[src/rtl/core/fvmp_pkg.sv]
// shared types and constants of the flow vector max magnitude pool
// no dependencies
`default_nettype none

package fvmp_pkg;

    localparam int COMP_W        = 16;
    localparam int MAX_WIDTH     = 256;
    localparam int MAX_HEIGHT    = 256;
    localparam int MIN_DIM       = 2;
    localparam int DIM_W         = 9;
    localparam int DIM_RESET     = 240;
    localparam int COL_W         = $clog2(MAX_WIDTH);
    localparam int ROW_W         = $clog2(MAX_HEIGHT);
    localparam int OUT_W         = COL_W - 1;
    localparam int SQ_W          = 2 * COMP_W - 1;
    localparam int MAG_W         = 2 * COMP_W;
    localparam int APB_AW        = 3;
    localparam int APB_DW        = 32;

    typedef enum logic [0:0] {
        REG_FRAME_WIDTH  = 1'b0,
        REG_FRAME_HEIGHT = 1'b1
    } reg_idx_t;

    typedef struct packed {
        logic signed [COMP_W-1:0] x;
        logic signed [COMP_W-1:0] y;
    } vec_t;

    typedef struct packed {
        logic [DIM_W-1:0] width;
        logic [DIM_W-1:0] height;
        logic             restart;
    } cfg_t;

    typedef struct packed {
        vec_t             cur;
        logic             right;
        logic [OUT_W-1:0] ocol;
        logic [OUT_W-1:0] orow;
        logic             done;
    } pool_meta_t;

endpackage

`default_nettype wire

[src/rtl/core/fvmp_regs.sv]
// apb register file: frame_width and frame_height, clamped copies for the datapath
// depends on fvmp_pkg
`default_nettype none

module fvmp_regs (
    input  wire logic                          clk,
    input  wire logic                          rst_n,
    input  wire logic                          psel,
    input  wire logic                          penable,
    input  wire logic                          pwrite,
    input  wire logic [fvmp_pkg::APB_AW-1:0]   paddr,
    input  wire logic [fvmp_pkg::APB_DW-1:0]   pwdata,
    output logic      [fvmp_pkg::APB_DW-1:0]   prdata,
    output logic                               pready,
    output fvmp_pkg::cfg_t                     cfg
);
    import fvmp_pkg::*;

    logic [DIM_W-1:0] width_reg;
    logic [DIM_W-1:0] height_reg;
    logic             wr;
    reg_idx_t         idx;

    assign idx    = reg_idx_t'(paddr[APB_AW-1]);
    assign wr     = psel && penable && pwrite;
    assign pready = 1'b1;

    always_ff @(posedge clk or negedge rst_n)
    begin
        if (!rst_n)
        begin
            width_reg  <= DIM_W'(DIM_RESET);
            height_reg <= DIM_W'(DIM_RESET);
        end
        else if (wr)
        begin
            case (idx)
                REG_FRAME_WIDTH:  width_reg  <= pwdata[DIM_W-1:0];
                REG_FRAME_HEIGHT: height_reg <= pwdata[DIM_W-1:0];
                default:          ;
            endcase
        end
    end

    always_comb
    begin
        case (idx)
            REG_FRAME_WIDTH:  prdata = APB_DW'(width_reg);
            REG_FRAME_HEIGHT: prdata = APB_DW'(height_reg);
            default:          prdata = '0;
        endcase
    end

    always_comb
    begin
        if (width_reg < DIM_W'(MIN_DIM))
        begin
            cfg.width = DIM_W'(MIN_DIM);
        end
        else if (width_reg > DIM_W'(MAX_WIDTH))
        begin
            cfg.width = DIM_W'(MAX_WIDTH);
        end
        else
        begin
            cfg.width = width_reg;
        end

        if (height_reg < DIM_W'(MIN_DIM))
        begin
            cfg.height = DIM_W'(MIN_DIM);
        end
        else if (height_reg > DIM_W'(MAX_HEIGHT))
        begin
            cfg.height = DIM_W'(MAX_HEIGHT);
        end
        else
        begin
            cfg.height = height_reg;
        end

        cfg.restart = wr;
    end

endmodule

`default_nettype wire

[config.mk]
export PLATFORM = sky130hd
export DESIGN_NAME = fvmp_regs
export DESIGN_NICKNAME = d
export VERILOG_FILES = /design/src/rtl/core/fvmp_pkg.sv /design/src/rtl/core/fvmp_regs.sv
export SDC_FILE = /design/constraint.sdc
export NUM_CORES = 1
export LEC_CHECK = 0
export BUFFER_PORTS_ARGS = -buffer_cell sky130_fd_sc_hd__clkbuf_2
export CAP_MARGIN = 15
export CORE_ASPECT_RATIO = 1.4
export CORE_UTILIZATION = 35
export CTS_CLUSTER_DIAMETER = 60
export CTS_CLUSTER_SIZE = 28
export DETAILED_ROUTE_END_ITERATION = 16
export PLACE_DENSITY = 0.75
export SETUP_SLACK_MARGIN = 0.05
export SLEW_MARGIN = 40
export SYNTH_ARGS = -nofsm -noshare
export SYNTH_HDL_FRONTEND = slang
export SYNTH_SLANG_ARGS = --single-unit
[constraint.sdc]
create_clock -name clk -period 1.55 [get_ports clk]
set_clock_uncertainty 0.1 [all_clocks]
set_input_delay 0.31 -clock clk [delete_from_list [all_inputs] [get_ports clk]]
set_output_delay 0.31 -clock clk [all_outputs]
set_load 0.02 [all_outputs]
==> results.toml, run 1 <==
[yosys]
yosysUniqueCellTypes = 14
synth-edff-count = 0
yosysMostFrequentCell = "mux2_2"
ys_seq_area_frac = 0.391
yosys_warnings = 0
yosys-top-cells-area = "mux2_2 (26%), dfrtp_1 (21%), dfstp_2 (18%), buf_4 (17%), nor2b_1 (7.4%)"
yosysTopAreaCell = "mux2_2"
synth_top_area_frac = 0.258
ys_ff_latch = 18
post_synth.cell_area_avg_um2 = 11.6
synth_commonest_cells = "mux2_2 (27), buf_4 (26), nor2b_1 (14)"
synthCells = 102
ys_async_sr_fraction = 1.00
netlist_area_um2 = 1180
ys.flop_type = "dfrtp_1"

[power]
peakVddDrop_mv = 0.938
totalPowerFinal_mw = 2.45
leakagePower_nw = 0.924
powerDensity_nw_per_um2 = 1320

[layout]
drive_gt1_frac = 0.720
final_nets = 202
multi_input_area_um2 = 718
antenna_cells = 0
nFillCells = 249
area_growth_pct = 57.4
seq_area_um2 = 463
utilization = 0.588

[global_route]
grt.busiest_layer = "met2"
grt_pass1_vias = 862
grt_use_total = 0.147
grt_use_met1 = 0.176
grt_pass1_wl_um = 4110
use_met3 = 0.0215
antenna_found_initial = 0
grt_max_degree = 19
grt_use_met2 = 0.268
grt_overflow = 0

[setup_path]
cp_max_fo = 2
crit_end = "cfg[10]"
max_stage_delay_ns = 0.55
critPathKind = "flip-flop to output pin"
cp.required_ns = 1.14
crit_path_cell_trace = "or4_4, o41a_1, clkbuf_8"
r2r-start = "width_reg[3]"
slowest_stage = "or4_4"
startpoint = "width_reg[3]"
end_kind = "output pin"
r2r_slack_ns = 0.41
rr_worst_depth = 3
r2r_end = "width_reg[3]"
arrival_ns = 1.73
start_kind = "flip-flop"

[clock_tree]
htree_num_levels = 1
cts-root-buf = "clkbuf_8"
clock_latency_ns = 0.25
clk_pin_slew_worst_paths_ns = 0.07
cts.sinks = 18
cts_made_buffers = 3
clk_path_buf_depth = 2
cts_tree = "built"

[timing]
drv_slew = 0
setup_viol = 16
period_needed_ns = 2.14
rsz0062_at_grt = "yes"
fin_setup_tns_ns = -3.04
whs_ns = 0.204
max_freq_mhz = 468
hold_viol_final = 0
setup_ws_ns = -0.585
fin_crit_sh = 1.38

[worst_hold_path]
min_path_type = "input port to flip-flop"

[floorplan]
dieArea_um2 = 3610
core_um2 = 3150
io_pins = 92
die_w_um = 51.0
num_rows = 24
die_y_um = 70.7
start_util = 0.374

[routing]
drt_iter0_drc = 2
remaining_drc_errors = 0
wl_per_cell_um = 14.8
vias_per_cell = 4.58
ant_nets = 0
dr.pass1.iters = 3
vias = 916
wl_um = 2960

[placed_design]
gp_congestion = 0.777
place_ws_ns = -0.275
io_buffer_count = 42
hpwl_um = 1840

[job]
cap_viol_max_count = 0

[status]
status = "finished, violations left"
violations = "setup timing"
==> metal layers <==
layer  vias to the layer above  share of wire  routed length [um]
met5                         -              0                   0
met4                         0         0.0071                  21
met3                         2          0.061                 181
met2                        52           0.55                1610
met1                       443           0.39                1140
li1                        419              -                   -
==> worst min-delay path by stage <==
stage | startpoint | end | slack [ns] | cells past startpoint
6_report | pwdata[1] | width_reg[1] | 0.20 | 2
5_1_grt | pwdata[3] | height_reg[3] | 0.21 | 2
4_1_cts | pwdata[4] | height_reg[4] | 0.20 | 2
3_5_place_dp | rst_n | height_reg[0] | 0.17 | 1
3_3_place_gp | rst_n | height_reg[0] | 0.17 | 1
2_1_floorplan | rst_n | height_reg[0] | -0.09 | 0
==> final cells by class <==
class / count / share of cell area
flip-flops and latches: 18 / 0.249
well taps: 39 / 0.0263
clock buffers: 4 / 0.0243
repair buffers: 63 / 0.313
multi-input cells: 76 / 0.387
==> timing repair <==
action	CTS	global route
hold endpoints to repair	10	0
pin swaps	2	1
setup buffers	5	8
hold buffers	1	0
endpoints found under the setup margin	24	25
resized for setup	50	54
==> per-stage QoR <==
stage,std cells,area (um2)
global route,200,1860
finish,200,1860
detailed placement,184,1420
floorplan,124,1300
CTS,194,1700
global placement,184,1420
==> where the power goes <==
part	internal, mW	total [mW]	switching (mW)	leakage (nW)
registers	0.612	0.748	0.135	0.202
logic	0.772	1.37	0.599	0.700
clock network	0.182	0.333	0.151	0.0228
==> logic make-up (layout without fill, tap and decap cells) <==
logic type | count (synthesis) | count (layout) | share of synthesized area
other | 2 | 24 | 0.00637
AO/OA/AOI/OAI | 4 | 4 | 0.0340
buffers and inverters | 30 | 67 | 0.178
multiplexers | 27 | 27 | 0.258
flip-flops | 18 | 18 | 0.391
AND/OR/NAND/NOR | 21 | 21 | 0.133
==> cell usage in the layout (no fill, tap or decap), types with 8 or more instances in the layout <==
cell type / instances
buf_4: 17
buf_6: 19
buf_8: 9
clkbuf_2: 16
conb_1: 24
dfrtp_1: 8
dfstp_2: 8
mux2_2: 19
mux2_4: 8
nor2b_4: 8
==> critical path: cells and delay by family, from the launching register on <==
family | cells | cell delay, ns
AND/OR/NAND/NOR | 1 | 0.55
flip-flops | 1 | 0.41
AO/OA/AOI/OAI | 1 | 0.35
buffers and inverters | 1 | 0.17
No activity file was read; power rests on OpenSTA's default activity.
==> inputs of run 2 (changes only) <==
--- a/config.mk
+++ b/config.mk
@@ -8,6 +8,7 @@
 export BUFFER_PORTS_ARGS = -buffer_cell sky130_fd_sc_hd__clkbuf_2
 export CAP_MARGIN = 15
 export CORE_ASPECT_RATIO = 1.4
+export CORE_MARGIN = 5
 export CORE_UTILIZATION = 35
 export CTS_CLUSTER_DIAMETER = 60
 export CTS_CLUSTER_SIZE = 28
==> results.toml, run 2 (synthesis results as in run 1) <==
[global_route]
grt_max_degree = 19
grt_pass1_vias = 958
grt_overflow = 0
grt_pass1_wl_um = 4540
antenna_found_initial = 0
grt_use_total = 0.128

[worst_hold_path]
holdPathEnd = "width_reg[0]"
hold_start = "pwdata[0]"
holdPathStages = 2
min_path_type = "input port to flip-flop"

[floorplan]
num_rows = 25
die_y_um = 78.7
io_pins = 92
core_um2 = 3320
dieArea_um2 = 4640
die_w_um = 59.0
start_util = 0.355

[setup_path]
arrival_ns = 1.69
r2r-start = "width_reg[3]"
cp_max_fo = 2
crit_buf_inv = 1
crit_family = "simple AND/OR/NAND/NOR gates"
r2r_end = "width_reg[3]"
r2r_slack_ns = 0.34
end_kind = "output pin"
max_stage_delay_ns = 0.56
slowest_stage = "or4_4"
cp.required_ns = 1.14
start_kind = "flip-flop"
rr_worst_depth = 4
crit_path_cell_trace = "or4_4, o41a_1, buf_2"
critPathKind = "flip-flop to output pin"

[clock_tree]
clk_pin_slew_worst_paths_ns = 0.06
clk_path_buf_depth = 2
clock_latency_ns = 0.25
cts-root-buf = "clkbuf_8"
cts_tree = "built"
htree_num_levels = 1
cts.sinks = 18
cts_made_buffers = 3

[layout]
nFillCells = 277
drive_gt1_frac = 0.733
stdcell_area_um2 = 1850
layout_common_cells = "conb_1 (24), buf_6 (24), mux2_2 (20), clkbuf_2 (17), buf_4 (12)"
antenna_cells = 0
final_cells = 201
final_nets = 202
area_growth_pct = 57.1

[routing]
wl_um = 2970
drt_iter0_drc = 6
vias_per_cell = 4.51
remaining_drc_errors = 0
vias = 906
wl_per_cell_um = 14.8
dr.pass1.iters = 4
ant_nets = 0

[job]
cap_viol_max_count = 0

[timing]
setup_viol = 13
fin_crit_sh = 1.36
drv_slew = 0
max_freq_mhz = 475
rsz0062_at_grt = "yes"
setup_ws_ns = -0.553
hold_viol_final = 0
period_needed_ns = 2.10

[placed_design]
io_buffer_count = 42
dpl_cell_area_um2 = 1440
gp_congestion = 0.735
dp.cells = 188
hpwl_um = 2230

[power]
powerDensity_nw_per_um2 = 1320
leakagePower_nw = 0.923
peakVddDrop_mv = 0.632

[status]
violations = "setup timing"
status = "finished, violations left"
-- run 2: repair_timing --
| item | in CTS | in global routing |
|---|---|---|
| hold buffers | 1 | 0 |
| setup endpoints to repair | 26 | 24 |
| pin swaps | 0 | 1 |
| resized for setup | 39 | 65 |
| setup buffers | 3 | 8 |
| hold endpoints to repair | 10 | 0 |
-- run 2: metrics by stage --
stage / worst slack (ns) / utilization / total power [mW] / TNS (ns) / hold slack [ns]
finish: -0.553 / 0.558 / 2.44 / -2.59 / 0.207
global route: -0.591 / 0.558 / 2.57 / -3.34 / 0.210
CTS: -0.556 / 0.500 / 2.20 / -2.70 / 0.205
detailed placement: -0.287 / 0.434 / 1.64 / -0.986 / 0.170
global placement: -0.272 / 0.434 / 1.61 / -0.921 / 0.153
floorplan: -0.191 / - / 1.35 / -0.597 / -0.0856
-- run 2: layout make-up --
cell class / count / area [um2] / area share
sequential: 18 / 463 / 0.250
timing repair buffer: 63 / 562 / 0.303
tap: 40 / 50.0 / 0.0270
clock buffer: 4 / 55.1 / 0.0297
multi-input combinational: 76 / 722 / 0.390
-- run 2: worst max-delay path by stage --
stage,startpoint,cells after the start,to
after global routing,width_reg[3],3,cfg[10]
after CTS,width_reg[2],3,cfg[10]
after global placement,width_reg[2],3,cfg[10]
after floorplan,width_reg[2],2,cfg[10]
after detailed placement,width_reg[2],3,cfg[10]
final,width_reg[3],3,cfg[10]
-- run 2: power breakdown --
group	internal, mW	switching (mW)	leakage [nW]
clock network	0.225	0.146	0.0288
logic	0.748	0.578	0.692
registers	0.612	0.135	0.202
-- run 2: routing by layer --
| metal | global-route usage | part of all wire | vias up |
|---|---|---|---|
| li1 | - | - | 426 |
| met1 | 0.136 | 0.37 | 440 |
| met2 | 0.236 | 0.54 | 38 |
| met3 | 0.0214 | 0.074 | 2 |
| met4 | 0.0590 | 0.011 | 0 |
| met5 | 0 | 0 | - |
