### config.mk
export PLATFORM = sky130hd
export DESIGN_NAME = fvmp_pick_flat
export DESIGN_NICKNAME = d
export VERILOG_FILES = /design/src/rtl/core/fvmp_pkg.sv /design/src/rtl/core/pool_if.sv /design/src/rtl/core/fvmp_pick.sv /design/src/flat_wrapper.sv
export SDC_FILE = /design/constraint.sdc
export NUM_CORES = 2
export LEC_CHECK = 0
export BUFFER_PORTS_ARGS = -buffer_cell sky130_fd_sc_hd__buf_2
export CAP_MARGIN = 25
export CORE_ASPECT_RATIO = 1.4
export CORE_MARGIN = 2
export CORE_UTILIZATION = 35
export DETAILED_ROUTE_END_ITERATION = 7
export PLACE_DENSITY = 0.55
export SLEW_MARGIN = 30
export SYNTH_ARGS = -nofsm -noshare
export SYNTH_HDL_FRONTEND = slang
export SYNTH_SLANG_ARGS = --single-unit
### constraint.sdc
create_clock -name clk -period 6.1 [get_ports clk]
set_clock_uncertainty 0.2 [all_clocks]
set_input_delay 0.305 -clock clk [delete_from_list [all_inputs] [get_ports clk]]
set_output_delay 0.305 -clock clk [all_outputs]
set_load 0.02 [all_outputs]
### src/rtl/core/fvmp_pkg.sv
// shared types and constants of the flow vector max magnitude pool
// no dependencies
`default_nettype none

package fvmp_pkg;

    localparam int COMP_W        = 16;
    localparam int MAX_WIDTH     = 256;
    localparam int MAX_HEIGHT    = 256;
    localparam int MIN_DIM       = 2;
    localparam int DIM_W         = 9;
    localparam int DIM_RESET     = 240;
    localparam int COL_W         = $clog2(MAX_WIDTH);
    localparam int ROW_W         = $clog2(MAX_HEIGHT);
    localparam int OUT_W         = COL_W - 1;
    localparam int SQ_W          = 2 * COMP_W - 1;
    localparam int MAG_W         = 2 * COMP_W;
    localparam int APB_AW        = 3;
    localparam int APB_DW        = 32;

    typedef enum logic [0:0] {
        REG_FRAME_WIDTH  = 1'b0,
        REG_FRAME_HEIGHT = 1'b1
    } reg_idx_t;

    typedef struct packed {
        logic signed [COMP_W-1:0] x;
        logic signed [COMP_W-1:0] y;
    } vec_t;

    typedef struct packed {
        logic [DIM_W-1:0] width;
        logic [DIM_W-1:0] height;
        logic             restart;
    } cfg_t;

    typedef struct packed {
        vec_t             cur;
        logic             right;
        logic [OUT_W-1:0] ocol;
        logic [OUT_W-1:0] orow;
        logic             done;
    } pool_meta_t;

endpackage

`default_nettype wire

### src/rtl/core/pool_if.sv
// output channel of pooled vectors, valid/ready handshake
// depends on fvmp_pkg
`default_nettype none

interface pool_if;
    import fvmp_pkg::*;

    logic                     valid;
    logic                     ready;
    logic signed [COMP_W-1:0] pooled_x;
    logic signed [COMP_W-1:0] pooled_y;
    logic [OUT_W-1:0]         pooled_col;
    logic [OUT_W-1:0]         pooled_row;
    logic                     frame_done;

    modport source (
        output valid, output pooled_x, output pooled_y, output pooled_col,
        output pooled_row, output frame_done, input ready
    );
    modport sink (
        input valid, input pooled_x, input pooled_y, input pooled_col,
        input pooled_row, input frame_done, output ready
    );
endinterface

`default_nettype wire

### src/rtl/core/fvmp_pick.sv
// magnitude compare pipeline, left winner hold and output register
// depends on fvmp_pkg, pool_if
`default_nettype none

module fvmp_pick (
    input  wire logic                 clk,
    input  wire logic                 rst_n,
    input  wire logic                 s1_valid,
    input  wire fvmp_pkg::pool_meta_t s1_meta,
    input  wire fvmp_pkg::vec_t       top_vec,
    output logic                      s1_ready,
    pool_if.source                    pooled
);
    import fvmp_pkg::*;

    function automatic logic [SQ_W-1:0] square(input logic signed [COMP_W-1:0] a);
        logic signed [2*COMP_W-1:0] ext;
        logic signed [2*COMP_W-1:0] prod;
        ext  = (2*COMP_W)'(a);
        prod = ext * ext;
        return prod[SQ_W-1:0];
    endfunction

    // stage 2: squares
    logic             v2_reg;
    pool_meta_t       meta2_reg;
    vec_t             top2_reg;
    logic [SQ_W-1:0]  sq_tx_reg;
    logic [SQ_W-1:0]  sq_ty_reg;
    logic [SQ_W-1:0]  sq_cx_reg;
    logic [SQ_W-1:0]  sq_cy_reg;

    // stage 3: column winner
    logic             v3_reg;
    pool_meta_t       meta3_reg;
    vec_t             win3_reg;
    logic [MAG_W-1:0] mag3_reg;

    // window state and output
    vec_t             left_reg;
    logic [MAG_W-1:0] left_mag_reg;
    logic             out_valid_reg;
    vec_t             out_vec_reg;
    logic [OUT_W-1:0] out_col_reg;
    logic [OUT_W-1:0] out_row_reg;
    logic             out_done_reg;

    logic             out_free;
    logic             r3;
    logic             r2;
    logic [MAG_W-1:0] mag_top;
    logic [MAG_W-1:0] mag_cur;
    logic             top_wins;

    assign out_free = !out_valid_reg || pooled.ready;
    assign r3       = !v3_reg || !meta3_reg.right || out_free;
    assign r2       = !v2_reg || r3;
    assign s1_ready = r2;

    assign mag_top  = MAG_W'(sq_tx_reg) + MAG_W'(sq_ty_reg);
    assign mag_cur  = MAG_W'(sq_cx_reg) + MAG_W'(sq_cy_reg);
    assign top_wins = mag_top > mag_cur;

    always_ff @(posedge clk or negedge rst_n)
    begin
        if (!rst_n)
        begin
            v2_reg        <= 1'b0;
            v3_reg        <= 1'b0;
            out_valid_reg <= 1'b0;
            left_reg      <= '0;
            left_mag_reg  <= '0;
        end
        else
        begin
            if (r2)
            begin
                v2_reg <= s1_valid;
            end
            if (r3)
            begin
                v3_reg <= v2_reg;
            end
            if (out_free)
            begin
                out_valid_reg <= v3_reg && meta3_reg.right;
            end
            if (v3_reg && !meta3_reg.right)
            begin
                left_reg     <= win3_reg;
                left_mag_reg <= mag3_reg;
            end
        end
    end

    always_ff @(posedge clk)
    begin
        if (r2 && s1_valid)
        begin
            meta2_reg <= s1_meta;
            top2_reg  <= top_vec;
            sq_tx_reg <= square(top_vec.x);
            sq_ty_reg <= square(top_vec.y);
            sq_cx_reg <= square(s1_meta.cur.x);
            sq_cy_reg <= square(s1_meta.cur.y);
        end
        if (r3 && v2_reg)
        begin
            meta3_reg <= meta2_reg;
            win3_reg  <= top_wins ? top2_reg : meta2_reg.cur;
            mag3_reg  <= top_wins ? mag_top : mag_cur;
        end
        if (out_free && v3_reg && meta3_reg.right)
        begin
            out_vec_reg  <= (left_mag_reg > mag3_reg) ? left_reg : win3_reg;
            out_col_reg  <= meta3_reg.ocol;
            out_row_reg  <= meta3_reg.orow;
            out_done_reg <= meta3_reg.done;
        end
    end

    assign pooled.valid      = out_valid_reg;
    assign pooled.pooled_x   = out_vec_reg.x;
    assign pooled.pooled_y   = out_vec_reg.y;
    assign pooled.pooled_col = out_col_reg;
    assign pooled.pooled_row = out_row_reg;
    assign pooled.frame_done = out_done_reg;

endmodule

`default_nettype wire

### src/flat_wrapper.sv
// flat-port wrapper written by rule: the top's interface ports become plain ports
module fvmp_pick_flat import fvmp_pkg::*;
  (clk, rst_n, s1_valid, s1_meta, top_vec, s1_ready, pooled_valid, pooled_pooled_x, pooled_pooled_y, pooled_pooled_col, pooled_pooled_row, pooled_frame_done, pooled_ready);
  pool_if pooled_i ();
  input  wire logic clk;
  input  wire logic rst_n;
  input  wire logic s1_valid;
  input  wire fvmp_pkg::pool_meta_t s1_meta;
  input  wire fvmp_pkg::vec_t top_vec;
  output logic s1_ready;
  output wire logic [$bits(pooled_i.valid)-1:0] pooled_valid;
  output wire logic [$bits(pooled_i.pooled_x)-1:0] pooled_pooled_x;
  output wire logic [$bits(pooled_i.pooled_y)-1:0] pooled_pooled_y;
  output wire logic [$bits(pooled_i.pooled_col)-1:0] pooled_pooled_col;
  output wire logic [$bits(pooled_i.pooled_row)-1:0] pooled_pooled_row;
  output wire logic [$bits(pooled_i.frame_done)-1:0] pooled_frame_done;
  input wire logic [$bits(pooled_i.ready)-1:0] pooled_ready;
  assign pooled_valid = pooled_i.valid;
  assign pooled_pooled_x = pooled_i.pooled_x;
  assign pooled_pooled_y = pooled_i.pooled_y;
  assign pooled_pooled_col = pooled_i.pooled_col;
  assign pooled_pooled_row = pooled_i.pooled_row;
  assign pooled_frame_done = pooled_i.frame_done;
  assign pooled_i.ready = pooled_ready;
  fvmp_pick u_core (.clk(clk), .rst_n(rst_n), .s1_valid(s1_valid), .s1_meta(s1_meta), .top_vec(top_vec), .s1_ready(s1_ready), .pooled(pooled_i));
endmodule
==> results.md <==
- Top_reg_cell synth: sky130_fd_sc_hd__edfxtp_1
- Share of synthesized area spent on multiplexers: 0.02727
- Total number of clock tree sinks: 390
- DRT Pass-1 Iters: 5
- Largest family of logic cells by synthesized area: adder cells
- Die height: 459.0 um
- Post-synth EDFFs: 323
- Row count: 167
- Sequential cell area fraction in the yosys report: 0.2198
- Horizontal die dimension: 329.0 um
- Detail Route Antenna Nets: 0
- Pins over their slew limit: 0
- Total count of hold-check failures in the final report: 0
- Full die area: 151,000 um2
- Worst Setup Start Kind: input port
- Simple-gate share of the synthesized area: 0.08023
- Library cell used as clock root buffer: sky130_fd_sc_hd__clkbuf_16
- WL per Instance: 16.42 um
- Clock-pin slew on the worst setup and hold paths: 0.06 ns
- First-pass GRT wire length: 203.4 mm
- Relative slew slack: 0.4022
- Worst path max stage delay: 0.53 ns
- Clock insertion delay at the later pin of the skew report: 0.63 ns
- Clock buffers created by TritonCTS: 46
- Post-route fraction of the period consumed by the critical path: 0.9712
- Max_cap viols: 0
- Detailed-route via count: 35,164
- H-tree levels: 2
- Synth Net Count: 6,450
- Crit path DAT: 6.08 ns
- Largest fanout of any net on the critical path: 4
- Core Util, Final: 0.4167
- CP most frequent cell: sky130_fd_sc_hd__fa_1
- DR iter-0 viols: 1,311
- Area growth from synthesis to layout: 18.58%
- CTS tree: done
- Layout fillers: 14,333
- Placed wire-length estimate: 106.7 mm
- Synthesized-area fraction occupied by adder cells: 0.4667
- Aggregate global-route resource usage: 0.1726
- Worst hold path type: input port to flop
- Post-Syn Area per Cell: 10.38 um2
- Clock Tree Buf Depth: 3
- Synthesis warning total: 0
- Critical Path End Type: flop
- Effective utilization at floorplan: 0.3514
- Distinct cell type count of the synthesized netlist: 78
- Number of nets in the layout: 7,148
- Post-Synth XOR/XNOR Area: 0.03722
- Via count of the first global-routing pass: 39,101
- Dominant delay contributor by cell family on the critical path: adder cells
- Core outline area: 147,300 um2
- Mapped cell area: 51,760 um2
- Total congestion overflow: 0
- Total wire length after detailed routing: 125.9 mm
- Number of antenna violations at the first check in global routing: 6
- Largest register FFs: 46
- Gate count after technology mapping: 4,986
- Worst EP required: 6.26 ns
- # port buffers: 132
- RD Place Congestion: 0.8694
- Pin count of the biggest net entering global routing: 87
- Post-layout minimum cycle time: 5.924 ns
- Setup repair after global routing missed its margin: true
- Endpoints failing setup: 0
- Worst Max-Slew Pin Slew: 0.8967 ns
- Result of the run: finished clean
- Number of register bits inferred by synthesis: 390
- Combined buffer and inverter count along the critical path: 7
- Crit path max-delay cell type: sky130_fd_sc_hd__dlygate4sd3_1
- Ordered cell list for the critical path: dlygate4sd3_1, buf_2, nand2_1, inv_1, fa_1, inv_1, fa_1, fa_1, inv_1, fa_1, fa_1, inv_1, fa_1, inv_1, ha_1, and3_4, and3b_1, a41oi_2, o211a_1, o41a_1, o21ai_1, a21oi_1, xnor2_1
- Number of top-level pins: 133
- Fraction of the mapped netlist area in compound gates: 0.06016
- Ratio of cells with drive above 1 in the final layout: 0.1648
- DRC violation count after routing: 0
- Type of the worst setup path: input port to flop
- Share of async-settable or async-resettable flops after synthesis: 0.1718
- Number of vias per cell after detailed routing: 4.586
- Maximum frequency from static timing analysis: 168.8 MHz
synthesized netlist by cell type, types with 6 or more instances:
cell | number | share of area
sky130_fd_sc_hd__a21oi_1 | 134 | 0.013
sky130_fd_sc_hd__fa_1 | 918 | 0.36
sky130_fd_sc_hd__nor3_1 | 23 | 0.0022
sky130_fd_sc_hd__dfrtp_1 | 67 | 0.032
sky130_fd_sc_hd__edfxtp_1 | 323 | 0.19
sky130_fd_sc_hd__buf_1 | 7 | 0.00051
sky130_fd_sc_hd__and3_1 | 15 | 0.0018
sky130_fd_sc_hd__o21bai_1 | 24 | 0.0035
sky130_fd_sc_hd__o211ai_1 | 6 | 0.00087
sky130_fd_sc_hd__nor2b_1 | 24 | 0.0029
sky130_fd_sc_hd__inv_1 | 1375 | 0.10
sky130_fd_sc_hd__mux2i_1 | 15 | 0.0029
sky130_fd_sc_hd__nand3_1 | 34 | 0.0033
sky130_fd_sc_hd__nor4_1 | 6 | 0.00073
sky130_fd_sc_hd__or2_2 | 9 | 0.0011
sky130_fd_sc_hd__a21o_1 | 83 | 0.012
sky130_fd_sc_hd__xnor2_1 | 169 | 0.029
sky130_fd_sc_hd__a211oi_1 | 16 | 0.0023
sky130_fd_sc_hd__clkbuf_1 | 101 | 0.0073
sky130_fd_sc_hd__nand4_1 | 22 | 0.0027
sky130_fd_sc_hd__o21a_1 | 31 | 0.0045
sky130_fd_sc_hd__mux2_2 | 75 | 0.016
sky130_fd_sc_hd__buf_2 | 7 | 0.00068
sky130_fd_sc_hd__nor2_1 | 197 | 0.014
sky130_fd_sc_hd__a31o_2 | 12 | 0.0020
sky130_fd_sc_hd__o21ai_0 | 84 | 0.0081
sky130_fd_sc_hd__nand2_1 | 369 | 0.027
sky130_fd_sc_hd__and2_1 | 141 | 0.017
sky130_fd_sc_hd__ha_1 | 462 | 0.11
sky130_fd_sc_hd__xor2_1 | 51 | 0.0086
sky130_fd_sc_hd__a31oi_1 | 6 | 0.00073
sky130_fd_sc_hd__o31ai_1 | 9 | 0.0013
sky130_fd_sc_hd__nand2b_1 | 31 | 0.0037
sky130_fd_sc_hd__mux2_1 | 37 | 0.0080
sky130_fd_sc_hd__o21ai_1 | 19 | 0.0018
timing repair:
item                                    4_1_cts  5_1_grt
gates resized for setup                       0       64
hold buffers                                 65        4
setup buffers                                 0        4
endpoints found under the setup margin        0       25
endpoints found under the hold margin       111        4
routing by layer:
layer,GRT usage,vias to the layer above,part of all wire
met5,0,-,0.00016
met4,0.06048,4,0.037
met3,0.01954,184,0.031
met2,0.3191,500,0.53
met1,0.2047,17802,0.40
li1,-,16674,-
layout by cell type, fill, tap and decap left out, drive strengths merged, types with 135 or more instances in the layout:
master and instances:
fa 918, inv 1383, xnor2 169, buf 697, edfxtp 323, ha 462
nor2 197, and2 141, nand2 369, a21oi 135
cells by family after synthesis:
group,count (synthesis)
compound gates,478
xor+xnor,220
fa+ha+maj,1380
buf+inv,1496
flops,390
mux,127
simple gates,895
final timing paths:
check                               startpoint  cells past startpoint  slack, ns                       to
setup / recovery                   top_vec[29]                     23       0.18     u_core.sq_tx_reg[29]
setup reg to reg           u_core.sq_ty_reg[3]                     20       0.31      u_core.mag3_reg[24]
hold / removal                     s1_meta[43]                      2       0.05     u_core.meta2_reg[43]
min in group asynchronous                rst_n                      3       0.31  u_core.left_mag_reg[21]
hold reg to reg            u_core.meta2_reg[2]                      0       0.21      u_core.meta3_reg[2]
max in group asynchronous                rst_n                      3       4.53       u_core.left_reg[8]
through the flow:
step	hold slack (ns)	setup TNS [ns]	cells	worst slack, ns	area [um2]
global route	0.02515	-0.05475	7666	-0.02881	61380
global placement	0.01403	-5.810	7510	-0.4214	58880
floorplan	-0.1906	-0.06039	4986	-0.04468	51880
detailed placement	0.01323	-6.752	7510	-0.4778	58880
CTS	0.004930	0	7661	0.002256	61090
finish	0.04883	0	7667	0.1758	61380
cell type report:
type / count / area (um2) / area share
clock buffer: 61 / 1257 / 0.02049
antenna: 2 / 5.005 / 0.00008154
inverter: 1381 / 5189 / 0.08453
timing repair buffer: 765 / 5748 / 0.09365
clock inverter: 25 / 309.0 / 0.005035
sequential: 390 / 11380 / 0.1853
multi-input combinational: 3100 / 35060 / 0.5713
tap: 1943 / 2431 / 0.03961
worst reg2reg max path: stages (launching register included):
cell and delay (ns):
sky130_fd_sc_hd__edfxtp_1 0.46, sky130_fd_sc_hd__ha_1 0.36, sky130_fd_sc_hd__a21o_1 0.23, sky130_fd_sc_hd__a311oi_4 0.42, sky130_fd_sc_hd__o2bb2ai_2 0.20, sky130_fd_sc_hd__o211ai_2 0.17
sky130_fd_sc_hd__and3_4 0.22, sky130_fd_sc_hd__or3_4 0.41, sky130_fd_sc_hd__a41o_1 0.28, sky130_fd_sc_hd__a21oi_1 0.22, sky130_fd_sc_hd__inv_1 0.08, sky130_fd_sc_hd__ha_1 0.30
sky130_fd_sc_hd__nand4_1 0.22, sky130_fd_sc_hd__nor4_1 0.38, sky130_fd_sc_hd__buf_4 0.18, sky130_fd_sc_hd__o31ai_1 0.10, sky130_fd_sc_hd__o2111a_1 0.19, sky130_fd_sc_hd__or2_4 0.36
sky130_fd_sc_hd__buf_12 0.20, sky130_fd_sc_hd__buf_4 0.19, sky130_fd_sc_hd__o31ai_1 0.24
Power is not shown: default switching activity piles up to over one toggle a cycle in this logic, so the estimate is an artifact.
